**src/hw/rtl/pfc_pkg.sv**
```systemverilog
// Shared types, constants and helper functions for the Playfair digram cipher unit.
package pfc_pkg;

  localparam int QUEUE_DEPTH_DEF = 4;
  localparam int SIDE            = 5;
  localparam int CELLS           = SIDE * SIDE;
  localparam int CELL_W          = 5;
  localparam int CFG_DATA_W      = 60;
  localparam int CFG_INDEX_W     = 2;

  typedef logic [CELL_W-1:0]             code_t;
  typedef logic [2:0]                    rc_t;
  typedef logic [CELLS-1:0][CELL_W-1:0]  square_t;

  localparam code_t LETTER_X = 5'd23;
  localparam code_t LETTER_J = 5'd9;
  localparam code_t LETTER_I = 5'd8;

  localparam logic [7:0] ASCII_UPPER_A = 8'h41;
  localparam logic [7:0] ASCII_UPPER_Z = 8'h5A;
  localparam logic [7:0] ASCII_LOWER_A = 8'h61;
  localparam logic [7:0] ASCII_LOWER_Z = 8'h7A;
  localparam logic [6:0] ASCII_A7      = 7'h41;

  localparam logic [CFG_INDEX_W-1:0] CFG_MODE       = 2'd0;
  localparam logic [CFG_INDEX_W-1:0] CFG_CELLS_LOW  = 2'd1;
  localparam logic [CFG_INDEX_W-1:0] CFG_CELLS_HIGH = 2'd2;
  localparam logic [CFG_INDEX_W-1:0] CFG_CELL_LAST  = 2'd3;

  typedef struct packed {
    rc_t row;
    rc_t col;
  } pos_t;

  // One queue slot: up to two digrams produced by one input byte.
  typedef struct packed {
    logic       mode;
    logic       msg_end;
    logic [1:0] n_dg;
    code_t      d0a;
    code_t      d0b;
    code_t      d1a;
    code_t      d1b;
  } q_entry_t;

  // Token in the locate stage of the back end.
  typedef struct packed {
    logic mode;
    logic marker;
    logic last;
    logic msg_end;
    pos_t pa;
    pos_t pb;
  } s1_t;

  // Position of a letter in the square; highest matching cell wins,
  // a missing letter sits at row 0, column 0.
  function automatic pos_t locate(square_t sq, code_t code);
    pos_t p;
    p = '0;
    for (int r = 0; r < SIDE; r++) begin
      for (int c = 0; c < SIDE; c++) begin
        if (sq[r*SIDE+c] == code) begin
          p.row = rc_t'(r);
          p.col = rc_t'(c);
        end
      end
    end
    return p;
  endfunction

  function automatic code_t cell_at(square_t sq, pos_t p);
    logic [CELL_W-1:0] idx;
    idx = {p.row[2:0], 2'b00} + {2'b00, p.row} + {2'b00, p.col};
    return sq[idx];
  endfunction

  // Cyclic step by one within a row or column.
  function automatic rc_t step5(rc_t v, logic dec);
    rc_t r;
    if (dec) begin
      r = (v == '0) ? rc_t'(SIDE - 1) : v - 3'd1;
    end else begin
      r = (v == rc_t'(SIDE - 1)) ? '0 : v + 3'd1;
    end
    return r;
  endfunction

endpackage

```
**src/hw/rtl/pfc_if.sv**
```systemverilog
// Valid/ready channel interfaces for the input byte stream and the result letter stream.
interface pfc_in_if;
  logic       valid;
  logic       ready;
  logic [7:0] char_in;
  logic       end_of_text;

  modport source (output valid, output char_in, output end_of_text, input ready);
  modport sink   (input valid, input char_in, input end_of_text, output ready);
endinterface

interface pfc_out_if;
  logic       valid;
  logic       ready;
  logic [6:0] letter_out;
  logic       run_end;
  logic       message_end;
  logic       no_letter;

  modport source (output valid, output letter_out, output run_end, output message_end,
                  output no_letter, input ready);
  modport sink   (input valid, input letter_out, input run_end, input message_end,
                  input no_letter, output ready);
endinterface

```
**src/hw/rtl/pfc_front.sv**
```systemverilog
// Front end: filters bytes, inserts and pads X, and groups letters into digrams.
module pfc_front (
  input  logic             clk,
  input  logic             rst_n,
  pfc_in_if.sink           in_ch,
  input  logic             mode,
  input  logic             q_full,
  output logic             q_push,
  output pfc_pkg::q_entry_t q_data
);

  pfc_pkg::code_t prev_r, prev_nxt;
  logic           prev_v_r, prev_v_nxt;
  pfc_pkg::code_t held_r, held_nxt;
  logic           held_v_r, held_v_nxt;

  logic           is_upper, is_lower, is_letter, ins_x, accept;
  logic [7:0]     raw;
  pfc_pkg::code_t code;
  pfc_pkg::code_t seq [4];
  logic [2:0]     n;

  always_comb begin
    is_upper  = (in_ch.char_in >= pfc_pkg::ASCII_UPPER_A) &&
                (in_ch.char_in <= pfc_pkg::ASCII_UPPER_Z);
    is_lower  = (in_ch.char_in >= pfc_pkg::ASCII_LOWER_A) &&
                (in_ch.char_in <= pfc_pkg::ASCII_LOWER_Z);
    is_letter = is_upper || is_lower;
    raw       = is_lower ? (in_ch.char_in - pfc_pkg::ASCII_LOWER_A)
                         : (in_ch.char_in - pfc_pkg::ASCII_UPPER_A);
    code      = (raw[4:0] == pfc_pkg::LETTER_J) ? pfc_pkg::LETTER_I : raw[4:0];
    ins_x     = is_letter && !mode && prev_v_r && (prev_r == code);

    // letter sequence: held letter, inserted X, new letter, end pad
    for (int i = 0; i < 4; i++) begin
      seq[i] = pfc_pkg::LETTER_X;
    end
    n = '0;
    if (held_v_r) begin
      seq[0] = held_r;
      n      = 3'd1;
    end
    if (ins_x) begin
      seq[n[1:0]] = pfc_pkg::LETTER_X;
      n           = n + 3'd1;
    end
    if (is_letter) begin
      seq[n[1:0]] = code;
      n           = n + 3'd1;
    end
    if (in_ch.end_of_text && n[0]) begin
      seq[n[1:0]] = pfc_pkg::LETTER_X;
      n           = n + 3'd1;
    end
  end

  assign in_ch.ready    = !q_full;
  assign accept         = in_ch.valid && in_ch.ready;

  assign q_data.mode    = mode;
  assign q_data.msg_end = in_ch.end_of_text;
  assign q_data.n_dg    = n[2:1];
  assign q_data.d0a     = seq[0];
  assign q_data.d0b     = seq[1];
  assign q_data.d1a     = seq[2];
  assign q_data.d1b     = seq[3];
  // nothing queued for a byte that yields no result
  assign q_push         = accept && ((n[2:1] != 2'd0) || in_ch.end_of_text);

  always_comb begin
    prev_nxt   = prev_r;
    prev_v_nxt = prev_v_r;
    held_nxt   = held_r;
    held_v_nxt = held_v_r;
    if (accept) begin
      if (in_ch.end_of_text) begin
        prev_nxt   = '0;
        prev_v_nxt = 1'b0;
        held_nxt   = '0;
        held_v_nxt = 1'b0;
      end else begin
        if (is_letter) begin
          prev_nxt   = code;
          prev_v_nxt = 1'b1;
        end
        held_v_nxt = n[0];
        held_nxt   = n[0] ? (n[1] ? seq[2] : seq[0]) : '0;
      end
    end
  end

  always_ff @(posedge clk) begin
    if (!rst_n) begin
      prev_r   <= '0;
      prev_v_r <= 1'b0;
      held_r   <= '0;
      held_v_r <= 1'b0;
    end else begin
      prev_r   <= prev_nxt;
      prev_v_r <= prev_v_nxt;
      held_r   <= held_nxt;
      held_v_r <= held_v_nxt;
    end
  end

endmodule

```
**src/hw/rtl/pfc_queue.sv**
```systemverilog
// Small FIFO of digram work between the front and back ends.
module pfc_queue #(
  parameter int DEPTH = pfc_pkg::QUEUE_DEPTH_DEF
) (
  input  logic              clk,
  input  logic              rst_n,
  input  logic              push,
  input  pfc_pkg::q_entry_t push_data,
  output logic              full,
  input  logic              pop,
  output logic              head_valid,
  output pfc_pkg::q_entry_t head
);

  localparam int PTR_W = (DEPTH > 1) ? $clog2(DEPTH) : 1;
  localparam int CNT_W = $clog2(DEPTH + 1);

  pfc_pkg::q_entry_t mem [DEPTH];
  logic [PTR_W-1:0]  wr_ptr_r, wr_ptr_nxt;
  logic [PTR_W-1:0]  rd_ptr_r, rd_ptr_nxt;
  logic [CNT_W-1:0]  count_r, count_nxt;
  logic              do_push, do_pop;

  assign full       = (count_r == CNT_W'(DEPTH));
  assign head_valid = (count_r != '0);
  assign head       = mem[rd_ptr_r];
  assign do_push    = push && !full;
  assign do_pop     = pop && head_valid;

  always_comb begin
    wr_ptr_nxt = wr_ptr_r;
    rd_ptr_nxt = rd_ptr_r;
    count_nxt  = count_r;
    if (do_push) begin
      wr_ptr_nxt = (wr_ptr_r == PTR_W'(DEPTH - 1)) ? '0 : wr_ptr_r + 1'b1;
    end
    if (do_pop) begin
      rd_ptr_nxt = (rd_ptr_r == PTR_W'(DEPTH - 1)) ? '0 : rd_ptr_r + 1'b1;
    end
    if (do_push && !do_pop) begin
      count_nxt = count_r + 1'b1;
    end else if (do_pop && !do_push) begin
      count_nxt = count_r - 1'b1;
    end
  end

  always_ff @(posedge clk) begin
    if (do_push) begin
      mem[wr_ptr_r] <= push_data;
    end
  end

  always_ff @(posedge clk) begin
    if (!rst_n) begin
      wr_ptr_r <= '0;
      rd_ptr_r <= '0;
      count_r  <= '0;
    end else begin
      wr_ptr_r <= wr_ptr_nxt;
      rd_ptr_r <= rd_ptr_nxt;
      count_r  <= count_nxt;
    end
  end

endmodule

```
**src/hw/rtl/pfc_back.sv**
```systemverilog
// Back end: issues digrams, locates letters in the square, maps them and serializes letters.
module pfc_back (
  input  logic              clk,
  input  logic              rst_n,
  input  pfc_pkg::square_t  square,
  input  logic              head_valid,
  input  pfc_pkg::q_entry_t head,
  output logic              pop,
  pfc_out_if.source         out_ch
);

  // issue
  logic           idx_r, idx_nxt;
  logic           fire, issue_last, marker;
  pfc_pkg::code_t let_a, let_b;

  // locate stage
  logic         s1_v_r, s1_v_nxt;
  pfc_pkg::s1_t s1_r, s1_nxt;
  logic         s1_ready;

  // map
  pfc_pkg::pos_t  qa, qb;
  logic           dec;

  // output stage
  logic           out_v_r, out_v_nxt;
  logic           second_r, second_nxt;
  pfc_pkg::code_t l0_r, l0_nxt, l1_r, l1_nxt;
  logic           last_r, last_nxt;
  logic           msg_end_r, msg_end_nxt;
  logic           marker_r, marker_nxt;
  logic           show_last, load_ok;

  assign marker     = (head.n_dg == 2'd0);
  assign issue_last = marker || (head.n_dg == 2'd1) || idx_r;
  assign let_a      = idx_r ? head.d1a : head.d0a;
  assign let_b      = idx_r ? head.d1b : head.d0b;
  assign fire       = head_valid && s1_ready;
  assign pop        = fire && issue_last;
  assign idx_nxt    = fire ? !issue_last : idx_r;

  assign show_last  = marker_r || second_r;
  assign load_ok    = !out_v_r || (out_ch.ready && show_last);
  assign s1_ready   = !s1_v_r || load_ok;

  always_comb begin
    s1_v_nxt = s1_v_r;
    s1_nxt   = s1_r;
    if (s1_ready) begin
      s1_v_nxt       = fire;
      s1_nxt.mode    = head.mode;
      s1_nxt.marker  = marker;
      s1_nxt.last    = issue_last;
      s1_nxt.msg_end = head.msg_end;
      s1_nxt.pa      = pfc_pkg::locate(square, let_a);
      s1_nxt.pb      = pfc_pkg::locate(square, let_b);
    end
  end

  // Playfair rules; equal letters fall into the same-row case
  always_comb begin
    dec = s1_r.mode;
    if (s1_r.pa.row == s1_r.pb.row) begin
      qa.row = s1_r.pa.row;
      qa.col = pfc_pkg::step5(s1_r.pa.col, dec);
      qb.row = s1_r.pb.row;
      qb.col = pfc_pkg::step5(s1_r.pb.col, dec);
    end else if (s1_r.pa.col == s1_r.pb.col) begin
      qa.row = pfc_pkg::step5(s1_r.pa.row, dec);
      qa.col = s1_r.pa.col;
      qb.row = pfc_pkg::step5(s1_r.pb.row, dec);
      qb.col = s1_r.pb.col;
    end else begin
      qa.row = s1_r.pa.row;
      qa.col = s1_r.pb.col;
      qb.row = s1_r.pb.row;
      qb.col = s1_r.pa.col;
    end
  end

  always_comb begin
    out_v_nxt   = out_v_r;
    second_nxt  = second_r;
    l0_nxt      = l0_r;
    l1_nxt      = l1_r;
    last_nxt    = last_r;
    msg_end_nxt = msg_end_r;
    marker_nxt  = marker_r;
    if (load_ok) begin
      out_v_nxt   = s1_v_r;
      second_nxt  = 1'b0;
      l0_nxt      = pfc_pkg::cell_at(square, qa);
      l1_nxt      = pfc_pkg::cell_at(square, qb);
      last_nxt    = s1_r.last;
      msg_end_nxt = s1_r.msg_end;
      marker_nxt  = s1_r.marker;
    end else if (out_v_r && out_ch.ready) begin
      second_nxt = 1'b1;
    end
  end

  assign out_ch.valid       = out_v_r;
  assign out_ch.no_letter   = marker_r;
  assign out_ch.letter_out  = marker_r ? 7'd0
                            : pfc_pkg::ASCII_A7 + {2'b00, (second_r ? l1_r : l0_r)};
  assign out_ch.run_end     = marker_r || (second_r && last_r);
  assign out_ch.message_end = (marker_r || (second_r && last_r)) && msg_end_r;

  always_ff @(posedge clk) begin
    s1_r      <= s1_nxt;
    l0_r      <= l0_nxt;
    l1_r      <= l1_nxt;
    last_r    <= last_nxt;
    msg_end_r <= msg_end_nxt;
    marker_r  <= marker_nxt;
  end

  always_ff @(posedge clk) begin
    if (!rst_n) begin
      idx_r    <= 1'b0;
      s1_v_r   <= 1'b0;
      out_v_r  <= 1'b0;
      second_r <= 1'b0;
    end else begin
      idx_r    <= idx_nxt;
      s1_v_r   <= s1_v_nxt;
      out_v_r  <= out_v_nxt;
      second_r <= second_nxt;
    end
  end

endmodule

```
**src/hw/rtl/playfair_digram_cipher_unit.sv**
```systemverilog
// Top level of the Playfair digram cipher unit: config registers, front, queue and back end.
//
//  channel  | dir | payload                                        | transfer when
//  ---------+-----+------------------------------------------------+------------------
//  in_ch    | in  | char_in[7:0], end_of_text                      | valid && ready
//  out_ch   | out | letter_out[6:0], run_end, message_end, no_letter | valid && ready
//  cfg_*    | in  | cfg_index[1:0], cfg_wdata[59:0]                | cfg_we
//
//  Front takes one byte per cycle while the work queue has room.
//  Back emits one letter per cycle while out_ch.ready is high: two letters per digram
//  (output serializer), one result per end marker; a byte yields 0 to 4 letters or a marker.
//  A byte's first result passes through the queue, the locate stage and the output stage.
//  rst_n is synchronous; it clears message state, queue and config registers.
//  A stalled output fills the queue, then in_ch.ready drops.
module playfair_digram_cipher_unit #(
  parameter int QUEUE_DEPTH = pfc_pkg::QUEUE_DEPTH_DEF
) (
  input  logic                               clk,
  input  logic                               rst_n,
  pfc_in_if.sink                             in_ch,
  pfc_out_if.source                          out_ch,
  input  logic                               cfg_we,
  input  logic [pfc_pkg::CFG_INDEX_W-1:0]    cfg_index,
  input  logic [pfc_pkg::CFG_DATA_W-1:0]     cfg_wdata
);

  // configuration registers
  logic                           mode_r, mode_nxt;
  logic [pfc_pkg::CFG_DATA_W-1:0] cells_low_r, cells_low_nxt;
  logic [pfc_pkg::CFG_DATA_W-1:0] cells_high_r, cells_high_nxt;
  pfc_pkg::code_t                 cell_last_r, cell_last_nxt;
  pfc_pkg::square_t               square;

  // front -> queue -> back
  logic              q_push, q_full, q_pop, q_head_valid;
  pfc_pkg::q_entry_t q_wdata, q_head;

  always_comb begin
    mode_nxt       = mode_r;
    cells_low_nxt  = cells_low_r;
    cells_high_nxt = cells_high_r;
    cell_last_nxt  = cell_last_r;
    if (cfg_we) begin
      case (cfg_index)
        pfc_pkg::CFG_MODE:       mode_nxt       = cfg_wdata[0];
        pfc_pkg::CFG_CELLS_LOW:  cells_low_nxt  = cfg_wdata;
        pfc_pkg::CFG_CELLS_HIGH: cells_high_nxt = cfg_wdata;
        pfc_pkg::CFG_CELL_LAST:  cell_last_nxt  = cfg_wdata[pfc_pkg::CELL_W-1:0];
        default: ;
      endcase
    end
  end

  always_ff @(posedge clk) begin
    if (!rst_n) begin
      mode_r       <= 1'b0;
      cells_low_r  <= '0;
      cells_high_r <= '0;
      cell_last_r  <= '0;
    end else begin
      mode_r       <= mode_nxt;
      cells_low_r  <= cells_low_nxt;
      cells_high_r <= cells_high_nxt;
      cell_last_r  <= cell_last_nxt;
    end
  end

  // cell k lands at bits 5k..5k+4, row-major
  assign square = {cell_last_r, cells_high_r, cells_low_r};

  pfc_front u_front (
    .clk    (clk),
    .rst_n  (rst_n),
    .in_ch  (in_ch),
    .mode   (mode_r),
    .q_full (q_full),
    .q_push (q_push),
    .q_data (q_wdata)
  );

  pfc_queue #(
    .DEPTH (QUEUE_DEPTH)
  ) u_queue (
    .clk        (clk),
    .rst_n      (rst_n),
    .push       (q_push),
    .push_data  (q_wdata),
    .full       (q_full),
    .pop        (q_pop),
    .head_valid (q_head_valid),
    .head       (q_head)
  );

  pfc_back u_back (
    .clk        (clk),
    .rst_n      (rst_n),
    .square     (square),
    .head_valid (q_head_valid),
    .head       (q_head),
    .pop        (q_pop),
    .out_ch     (out_ch)
  );

  // end-marker results carry no letter and close both run and message
  a_marker_shape: assert property (@(posedge clk) disable iff (!rst_n)
    out_ch.valid && out_ch.no_letter |->
      out_ch.run_end && out_ch.message_end && (out_ch.letter_out == 7'd0))
    else $error("end marker result malformed");

  // letters come from 5-bit cell codes
  a_letter_range: assert property (@(posedge clk) disable iff (!rst_n)
    out_ch.valid && !out_ch.no_letter |->
      (out_ch.letter_out >= 7'd65) && (out_ch.letter_out <= 7'd96))
    else $error("letter out of cell code range");

  // mode write lands in the next cycle
  a_mode_write: assert property (@(posedge clk) disable iff (!rst_n)
    cfg_we && (cfg_index == pfc_pkg::CFG_MODE) |=> mode_r == $past(cfg_wdata[0]))
    else $error("mode register write lost");

endmodule

```
**src/flat_wrapper.sv**
```systemverilog
// flat-port wrapper written by rule: the top's interface ports become plain ports
module playfair_digram_cipher_unit_flat 
#(
  parameter int QUEUE_DEPTH = pfc_pkg::QUEUE_DEPTH_DEF
)
  (clk, rst_n, cfg_we, cfg_index, cfg_wdata, in_ch_valid, in_ch_char_in, in_ch_end_of_text, in_ch_ready, out_ch_valid, out_ch_letter_out, out_ch_run_end, out_ch_message_end, out_ch_no_letter, out_ch_ready);
  pfc_in_if in_ch_i ();
  pfc_out_if out_ch_i ();
  input  logic clk;
  input  logic rst_n;
  input  logic cfg_we;
  input  logic [pfc_pkg::CFG_INDEX_W-1:0] cfg_index;
  input  logic [pfc_pkg::CFG_DATA_W-1:0] cfg_wdata;
  input wire logic [$bits(in_ch_i.valid)-1:0] in_ch_valid;
  input wire logic [$bits(in_ch_i.char_in)-1:0] in_ch_char_in;
  input wire logic [$bits(in_ch_i.end_of_text)-1:0] in_ch_end_of_text;
  output wire logic [$bits(in_ch_i.ready)-1:0] in_ch_ready;
  output wire logic [$bits(out_ch_i.valid)-1:0] out_ch_valid;
  output wire logic [$bits(out_ch_i.letter_out)-1:0] out_ch_letter_out;
  output wire logic [$bits(out_ch_i.run_end)-1:0] out_ch_run_end;
  output wire logic [$bits(out_ch_i.message_end)-1:0] out_ch_message_end;
  output wire logic [$bits(out_ch_i.no_letter)-1:0] out_ch_no_letter;
  input wire logic [$bits(out_ch_i.ready)-1:0] out_ch_ready;
  assign in_ch_i.valid = in_ch_valid;
  assign in_ch_i.char_in = in_ch_char_in;
  assign in_ch_i.end_of_text = in_ch_end_of_text;
  assign in_ch_ready = in_ch_i.ready;
  assign out_ch_valid = out_ch_i.valid;
  assign out_ch_letter_out = out_ch_i.letter_out;
  assign out_ch_run_end = out_ch_i.run_end;
  assign out_ch_message_end = out_ch_i.message_end;
  assign out_ch_no_letter = out_ch_i.no_letter;
  assign out_ch_i.ready = out_ch_ready;
  playfair_digram_cipher_unit #(.QUEUE_DEPTH(QUEUE_DEPTH)) u_core (.clk(clk), .rst_n(rst_n), .in_ch(in_ch_i), .out_ch(out_ch_i), .cfg_we(cfg_we), .cfg_index(cfg_index), .cfg_wdata(cfg_wdata));
endmodule
```
**config.mk**
```make
export PLATFORM = sky130hd
export DESIGN_NAME = playfair_digram_cipher_unit_flat
export DESIGN_NICKNAME = d
export VERILOG_FILES = /design/src/hw/rtl/pfc_pkg.sv /design/src/hw/rtl/pfc_if.sv /design/src/hw/rtl/pfc_front.sv /design/src/hw/rtl/pfc_queue.sv /design/src/hw/rtl/pfc_back.sv /design/src/hw/rtl/playfair_digram_cipher_unit.sv /design/src/flat_wrapper.sv
export SDC_FILE = /design/constraint.sdc
export NUM_CORES = 1
export LEC_CHECK = 0
export ABC_AREA = 1
export BUFFER_PORTS_ARGS = -buffer_cell sky130_fd_sc_hd__buf_2
export CAP_MARGIN = 20
export CORE_AREA = 2 2 152 302
export CTS_CLUSTER_DIAMETER = 100
export CTS_CLUSTER_SIZE = 30
export DETAILED_ROUTE_END_ITERATION = 12
export DIE_AREA = 0 0 154 304
export GPL_ROUTABILITY_DRIVEN = 1
export GPL_TIMING_DRIVEN = 1
export PLACE_DENSITY = 0.62
export SLEW_MARGIN = 20
export SYNTH_ARGS = -nofsm -noshare
export SYNTH_HDL_FRONTEND = slang
export SYNTH_SLANG_ARGS = --single-unit
```
**constraint.sdc**
```tcl
create_clock -name clk -period 4.34 [get_ports clk]
set_input_delay 0.868 -clock clk [delete_from_list [all_inputs] [get_ports clk]]
set_output_delay 0.868 -clock clk [all_outputs]
set_load 0.05 [all_outputs]
```
Yosys cells after proc, flatten, opt, wreduce, memory -nomap -nowiden
Memories as Yosys holds them, arrays and structs flattened. A register that Yosys moved wholly into a read port is not among the register bits.
Index checks and enable logic that the tools add are counted.
{"block": "totals", "output_inout_bits": 12, "wordCells": 293, "mem_bits_ro": 0, "ramBits": 96, "inputBits": 76, "regBits": 178, "latch_bits": 0, "n_memories": 1}
{"block": "classes", "div_mod_pow": 0, "n_mul": 0, "reduce_logical": 54, "add_sub_neg": 22, "n_mux": 103, "magnitude_cmp": 12, "n_eq_ne": 63, "bitwise_logic": 10, "shift": 0}
{"memory": "u_core.u_queue.mem", "words": 4, "word_bits": 24, "rd": 1, "rd_clocked_by_memory_dff": 1, "write_ports": 1, "line_no": "pfc_queue.sv:18", "source": "pfc_pkg::q_entry_t mem [DEPTH];"}
{"operator": "$eq 5x5->1", "n": 49}
{"operator": "$mux 6", "n": 40}
{"operator": "$mux 5", "n": 16}
{"operator": "$mux 3", "n": 25}
{"operator": "$mux 20", "n": 3}
{"operator": "$bmux 5 s5", "n": 2}
{"operator": "$or 16x16->16", "n": 2}
{"operator": "$demux 5 s2", "n": 3}
{"operator": "$add 3x1->3 const B", "n": 8}
{"operator": "$logic_and 1x1->1", "n": 21}
{"operator": "$add 5x3->5", "n": 4}
{"operator": "$bwmux 20", "n": 1}
{"operator": "$ge 8x7->1 const B", "n": 2}
{"operator": "$le 8x7->1 const B", "n": 2}
{"operator": "$eq 3x3->1 const B", "n": 5}
{"operator": "$sub 3x1->3 const B", "n": 5}
{"operator": "$logic_not 3->1", "n": 4}
{"operator": "$lt 5x6->1 const B", "n": 2}
{"operator": "$reduce_and 2->1", "n": 5}
{"operator": "$reduce_or 5->1", "n": 2}
{"operator": "$sub 5x1->5 const B", "n": 2}
{"operator": "$ge 3x3->1 const B", "n": 3}
{"operator": "$lt 3x1->1 const B", "n": 3}
{"operator": "$not 2->3", "n": 3}
{"operator": "18 further kinds", "n": 52}

Depth between registers and ports, before layout
{"block": "logic_depth", "word_depth": 25, "mapped_depth": 30, "depth_no_buf": 29}

Hierarchy
From an unflattened synthesis, not the netlist that was laid out.
{"block": "hier_totals", "hier_cells": 2763, "area_unflattened_um2": 19115.8}
{"mod": "pfc_back", "instances": 1, "area_per_inst_um2": 8425.6, "cells_per_inst": 1426, "seq_area_each_um2": 950.9}
{"mod": "playfair_digram_cipher_unit", "instances": 1, "area_per_inst_um2": 5103.6, "cells_per_inst": 802, "seq_area_each_um2": 2522.4}
{"mod": "pfc_queue", "instances": 1, "area_per_inst_um2": 4222.8, "cells_per_inst": 303, "seq_area_each_um2": 3062.9}
{"mod": "pfc_front", "instances": 1, "area_per_inst_um2": 1363.8, "cells_per_inst": 232, "seq_area_each_um2": 240.2}

Worst setup path after synthesis
No wires, ideal clock.
{"block": "synth_path", "path_kind": "input to register", "start": "input port in_ch_char_in[0]", "end": "memory u_core.u_queue.mem[0][0] (netlist name) (enable)", "setup_ps": 405, "path_stages": 20, "slack_ps": -276, "required_ps": 3935, "arrival_ps": 4212, "path_buffers": 0, "cell_sequence": "inv_1 ha_1 or2_2 nand2_1 xnor2_1 nand2_1 a21oi_1 o21ai_0 nor3_1 nand2_1 nor2_1 inv_1 ha_1 inv_1 nor2_1 inv_1 o21ai_0 nand3_1 nand2_1 nor2_1"}
{"block": "synth_via", "elab_chain_len": 18, "word_cells_on_any_way": 28, "cone_classes": "add/sub: 4; order compare: 4; eq/ne: 2; mux: 7; reduce/logical: 11"}
{"element": "from (decl)", "line_no": "flat_wrapper.sv:15", "source": "input wire logic [$bits(in_ch_i.char_in)-1:0] in_ch_char_in;"}
{"element": "$ge 8x7->1 / $le 8x7->1 (equally long branches)", "line_no": "pfc_front.sv:26, pfc_front.sv:27"}
{"element": "$logic_and 1x1->1", "line_no": "pfc_front.sv:26", "source": "is_lower = (in_ch.char_in >= pfc_pkg::ASCII_LOWER_A) &&"}
{"element": "$mux 5", "line_no": "pfc_front.sv:29", "source": "raw = is_lower ? (in_ch.char_in - pfc_pkg::ASCII_LOWER_A)"}
{"element": "$eq 5x4->1", "line_no": "pfc_front.sv:31", "source": "code = (raw[4:0] == pfc_pkg::LETTER_J) ? pfc_pkg::LETTER_I : raw[4:0];"}
{"element": "$mux 5", "line_no": "pfc_front.sv:31"}
{"element": "$eq 5x5->1", "line_no": "pfc_front.sv:32", "source": "ins_x = is_letter && !mode && prev_v_r && (prev_r == code);"}
{"element": "$logic_and 1x1->1", "line_no": "pfc_front.sv:32"}
{"element": "$mux 3", "line_no": "pfc_front.sv:43", "source": "if (ins_x) begin"}
{"element": "(+2 left out)"}
{"element": "$add 3x1->3 / $logic_and 1x1->1 (equally long branches)", "line_no": "pfc_front.sv:53, pfc_front.sv:51"}
{"element": "$mux 3 (*)", "line_no": "pfc_front.sv:51", "source": "if (in_ch.end_of_text && n[0]) begin"}
{"element": "$reduce_bool 2->1 (*)", "line_no": "pfc_front.sv:68", "source": "assign q_push = accept && ((n[2:1] != 2'd0) || in_ch.end_of_text);"}
{"element": "$logic_or 1x1->1 (*)", "line_no": "pfc_front.sv:68"}
{"element": "$logic_and 1x1->1 (*)", "line_no": "pfc_front.sv:68"}
{"element": "$logic_and 1x1->1 (*)", "line_no": "pfc_queue.sv:27", "source": "assign do_push = push && !full;"}
{"element": "$mux 1 (*)", "line_no": "pfc_queue.sv:48", "source": "if (do_push) begin"}
{"element": "$mux 1 (implied by the code) (*)", "line_no": "pfc_queue.sv:49", "source": "mem[wr_ptr_r] <= push_data;"}
{"element": "to (decl)", "line_no": "pfc_queue.sv:18"}
Mark *: on every way between the ends. The rest lies on a longest branch, timed or not.

Final worst setup path
{"block": "layout_path", "start": "register u_core.u_back.s1_r[9] (netlist name)", "end": "register u_core.u_back.l0_r[4], data pin"}
{"block": "layout_via", "elab_chain_len": 9, "word_cells_on_any_way": 14, "cone_classes": "add/sub: 4; eq/ne: 2; mux: 7; reduce/logical: 1"}
{"element": "from (decl)", "line_no": "pfc_back.sv:19", "source": "pfc_pkg::s1_t s1_r, s1_nxt;"}
{"element": "from (signal assigned)", "line_no": "pfc_back.sv:111", "source": "s1_r <= s1_nxt;"}
{"element": "$add 3x1->3 (tied with other cells)", "line_no": "pfc_pkg.sv:84", "source": "r = (v == rc_t'(SIDE - 1)) ? '0 : v + 3'd1;"}
{"element": "$mux 3, on equally long branches", "line_no": "pfc_pkg.sv:84, pfc_pkg.sv:82"}
{"element": "$mux 3", "line_no": "pfc_pkg.sv:81", "source": "if (dec) begin"}
{"element": "$mux 6", "line_no": "pfc_back.sv:69", "source": "end else if (s1_r.pa.col == s1_r.pb.col) begin"}
{"element": "$mux 6 (*)", "line_no": "pfc_back.sv:64", "source": "if (s1_r.pa.row == s1_r.pb.row) begin"}
{"element": "$add 5x3->5", "line_no": "pfc_pkg.sv:74", "source": "idx = {p.row[2:0], 2'b00} + {2'b00, p.row} + {2'b00, p.col};"}
{"element": "$add 5x3->5 (*)", "line_no": "pfc_pkg.sv:74"}
{"element": "$bmux 5 s5 (*)", "line_no": "pfc_pkg.sv:75", "source": "return sq[idx];"}
{"element": "$mux 5 (implied by the code) (*)", "line_no": "pfc_pkg.sv:75"}
{"element": "to (signal assigned)", "line_no": "pfc_back.sv:112", "source": "l0_r <= l0_nxt;"}
{"element": "to (decl)", "line_no": "pfc_back.sv:29", "source": "pfc_pkg::code_t l0_r, l0_nxt, l1_r, l1_nxt;"}
Mark *: on every way between the ends. The rest lies on a longest branch, timed or not. The select of a mux whose other input is x is not followed.
A chain may end at the register's enable or synchronous reset.

==> out/metrics.yaml <==
clock_tree:
  post_cts_buffers: 0
  clk_latency_ns: 0.53
  clockBufferDepth: 3
  postCtsHoldBufs: 0
  cts_root_buffer: "clkbuf_16"
  clkSinkCount: 276
  cts_tree: "yes"
  clkTransAtPathRegs_ns: 0.13
  cts_max_level: 1
  cts_buffers: 13
  cts_resized: 0
critical_path:
  path_buf_inv: 4
  cp_data_required_time_ns: 4.63
  cp-start-kind: "register"
  crit_chain: "inv_1, ha_1, ha_1, nor2_1, nand2_1, o221ai_1, o21ai_0, fa_1, inv_1, fa_1, inv_1, buf_4, o21ai_0, a41o_1"
  r2r_slack_ns: 0.31
  end_kind: "register"
  cp.arrival_ns: 4.31
  cp_top_family: "adder cells"
  crit_path_frequent_cell: "inv_1"
  critPathMaxStageDelay_ns: 0.52
  crit_type: "register to register"
  slowest_stage: "fa_1"
  path_max_fanout: 14
logic_synthesis:
  ys.flop_type: "dfxtp_1"
  synthMuxAreaShare_pct: 0.114
  syn_avg_cell_area_um2: 7.36
  synthXorXnorAreaFrac_pct: 6.26
  synthAdderAreaFrac_pct: 3.69
  syn-cell-area_mm2: 0.0176
  synth-edff-count: 125
  syn_inst: 2396
  ys_ff_latch: 276
  synth_top_family_by_area: "compound AO/OA/AOI/OAI gates"
  yosysSeqAreaShare_pct: 38.4
  ys_async_sr_fraction_pct: 0
  ys_warn_count: 0
  synthDistinctLibCells: 53
  synth_compound_area_share_pct: 21.8
  synthSimpleGateAreaFrac_pct: 20.0
  syn-num-nets: 2521
timing:
  period_needed_ns: 4.03
  setup_tns_ns: 0
  period_share_pct: 92.8
  fin_ws_ns: 0.313
  max_freq_mhz: 248
  worst_pin_slew_ns: 0.838
  skew_ns: 0.0215
  hold_viol_final: 0
  final-max-slew-violation-count: 0
  setup_viol: 0
  relSlewSlack_pct: 44.1
  grt_setup_unrepaired: "false"
placed_design:
  dp_hpwl_um: 45500
  routabilityCongestion: 0.997
  dpl_worst_slack_ns: 0.0270
  port_buffers: 87
detailed_routing:
  drc: 0
  ant_nets: 0
  detail_route.wl_per_cell_um: 20.4
  drt_iter0_markers: 1802
  routed_via_density: 5.67
  routed_wl_um: 61600
  num_vias: 17072
  dr.pass1.iters: 8
status:
  status: "completed"
global_route:
  grt_pass1_wl_um: 94000
  grt_pass1_vias: 15846
  grt_usage_pct: 25.7
  grt_max_degree: 99
  overflow: 0
  antenna_found_initial: 0
die:
  start_util_pct: 39.4
  dieArea_mm2: 0.0468
  ios: 88
  die_y_um: 304
  die_w_um: 154
  rows: 110
  core_mm2: 0.0447
final_layout:
  drive_gt1_share_pct: 9.26
  final_common_cell: "nand2_1"
  nFillCells: 4564
  nets: 2569
  area_delta_synth_final_pct: 9.32
  mostFrequentLayoutCells: "421 x nand2_1, 299 x o21ai_0, 289 x a21oi_1"
  n_antenna_cell: 0
hold_path:
  hold_path_class: "register to register"
job:
  maxCapViolations: 0
## registers in the layout, indices dropped and copies added (netlist names), 3 cells and up, named ones only
signal	flops
u_core.u_queue.mem	96
u_core.cells_high_r	60
u_core.cells_low_r	60
u_core.u_back.s1_r	15
u_core.cell_last_r	5
u_core.u_back.l0_r	5
u_core.u_back.l1_r	5
u_core.u_front.held_r	5
u_core.u_front.prev_r	5
u_core.u_queue.count_r	3
## per-stage QoR
stage	instance area, µm²	cells	utilization [%]	hold slack (ns)
after global placement	18900	2989	42.2	0.406
after global routing	19300	3011	43.1	0.439
after detailed placement	18900	2989	42.2	0.406
after floorplan	17600	2396	-	0.400
after CTS	19300	3011	43.1	0.432
final	19300	3011	43.1	0.429
## cell families (layout without fill, tap and decap cells)
kind of cell	Yosys count	in the layout
simple gates	816	816
compound gates	704	704
buf+inv	423	478
flops	276	276
xor+xnor	126	126
fa+ha+maj	49	49
mux	2	2
## cell usage after synthesis, types with 24 or more instances
cell type	number	area share (%)
nand2_1	421	9.0
o21ai_0	299	8.5
a21oi_1	289	8.2
inv_1	280	6.0
nand3_1	167	4.7
dfxtp_1	151	17
nor2_1	141	3.0
edfxtp_1	125	21
xor2_1	117	5.8
clkbuf_1	86	1.8
ha_1	44	3.1
o22ai_1	33	1.2
nor3_1	30	0.85
o2111ai_1	24	1.2
## per-layer routing
layer / vias to the layer above / wire length [µm] / global-route usage (%)
met3: 160 / 5120 / 3.03
li1: 8188 / - / -
met4: 0 / 3250 / 12.5
met1: 7839 / 25500 / 34.9
met2: 885 / 27700 / 40.7
met5: - / 0 / 0
## layout make-up
type / instances / area (µm²) / area share (%)
multi-input combinational: 1697 / 9160 / 47.5
sequential: 276 / 6780 / 35.2
timing repair buffer: 167 / 1140 / 5.91
inverter: 289 / 1080 / 5.63
tap: 560 / 701 / 3.64
clock buffer: 19 / 389 / 2.02
clock inverter: 3 / 28.8 / 0.149
## worst paths after layout
check	startpoint	to	depth (start not counted)
setup / recovery	u_core.u_back.s1_r[9]	u_core.u_back.l0_r[4]	14
hold / removal	u_core.u_back.s1_r[13]	u_core.u_back.last_r	0
setup reg to reg	u_core.u_back.s1_r[9]	u_core.u_back.l0_r[4]	14
hold reg to reg	u_core.u_back.s1_r[13]	u_core.u_back.last_r	0
Power is left out: the tool's default activity adds up to more than one toggle a clock period on the data nets, which glitch-free logic cannot reach.
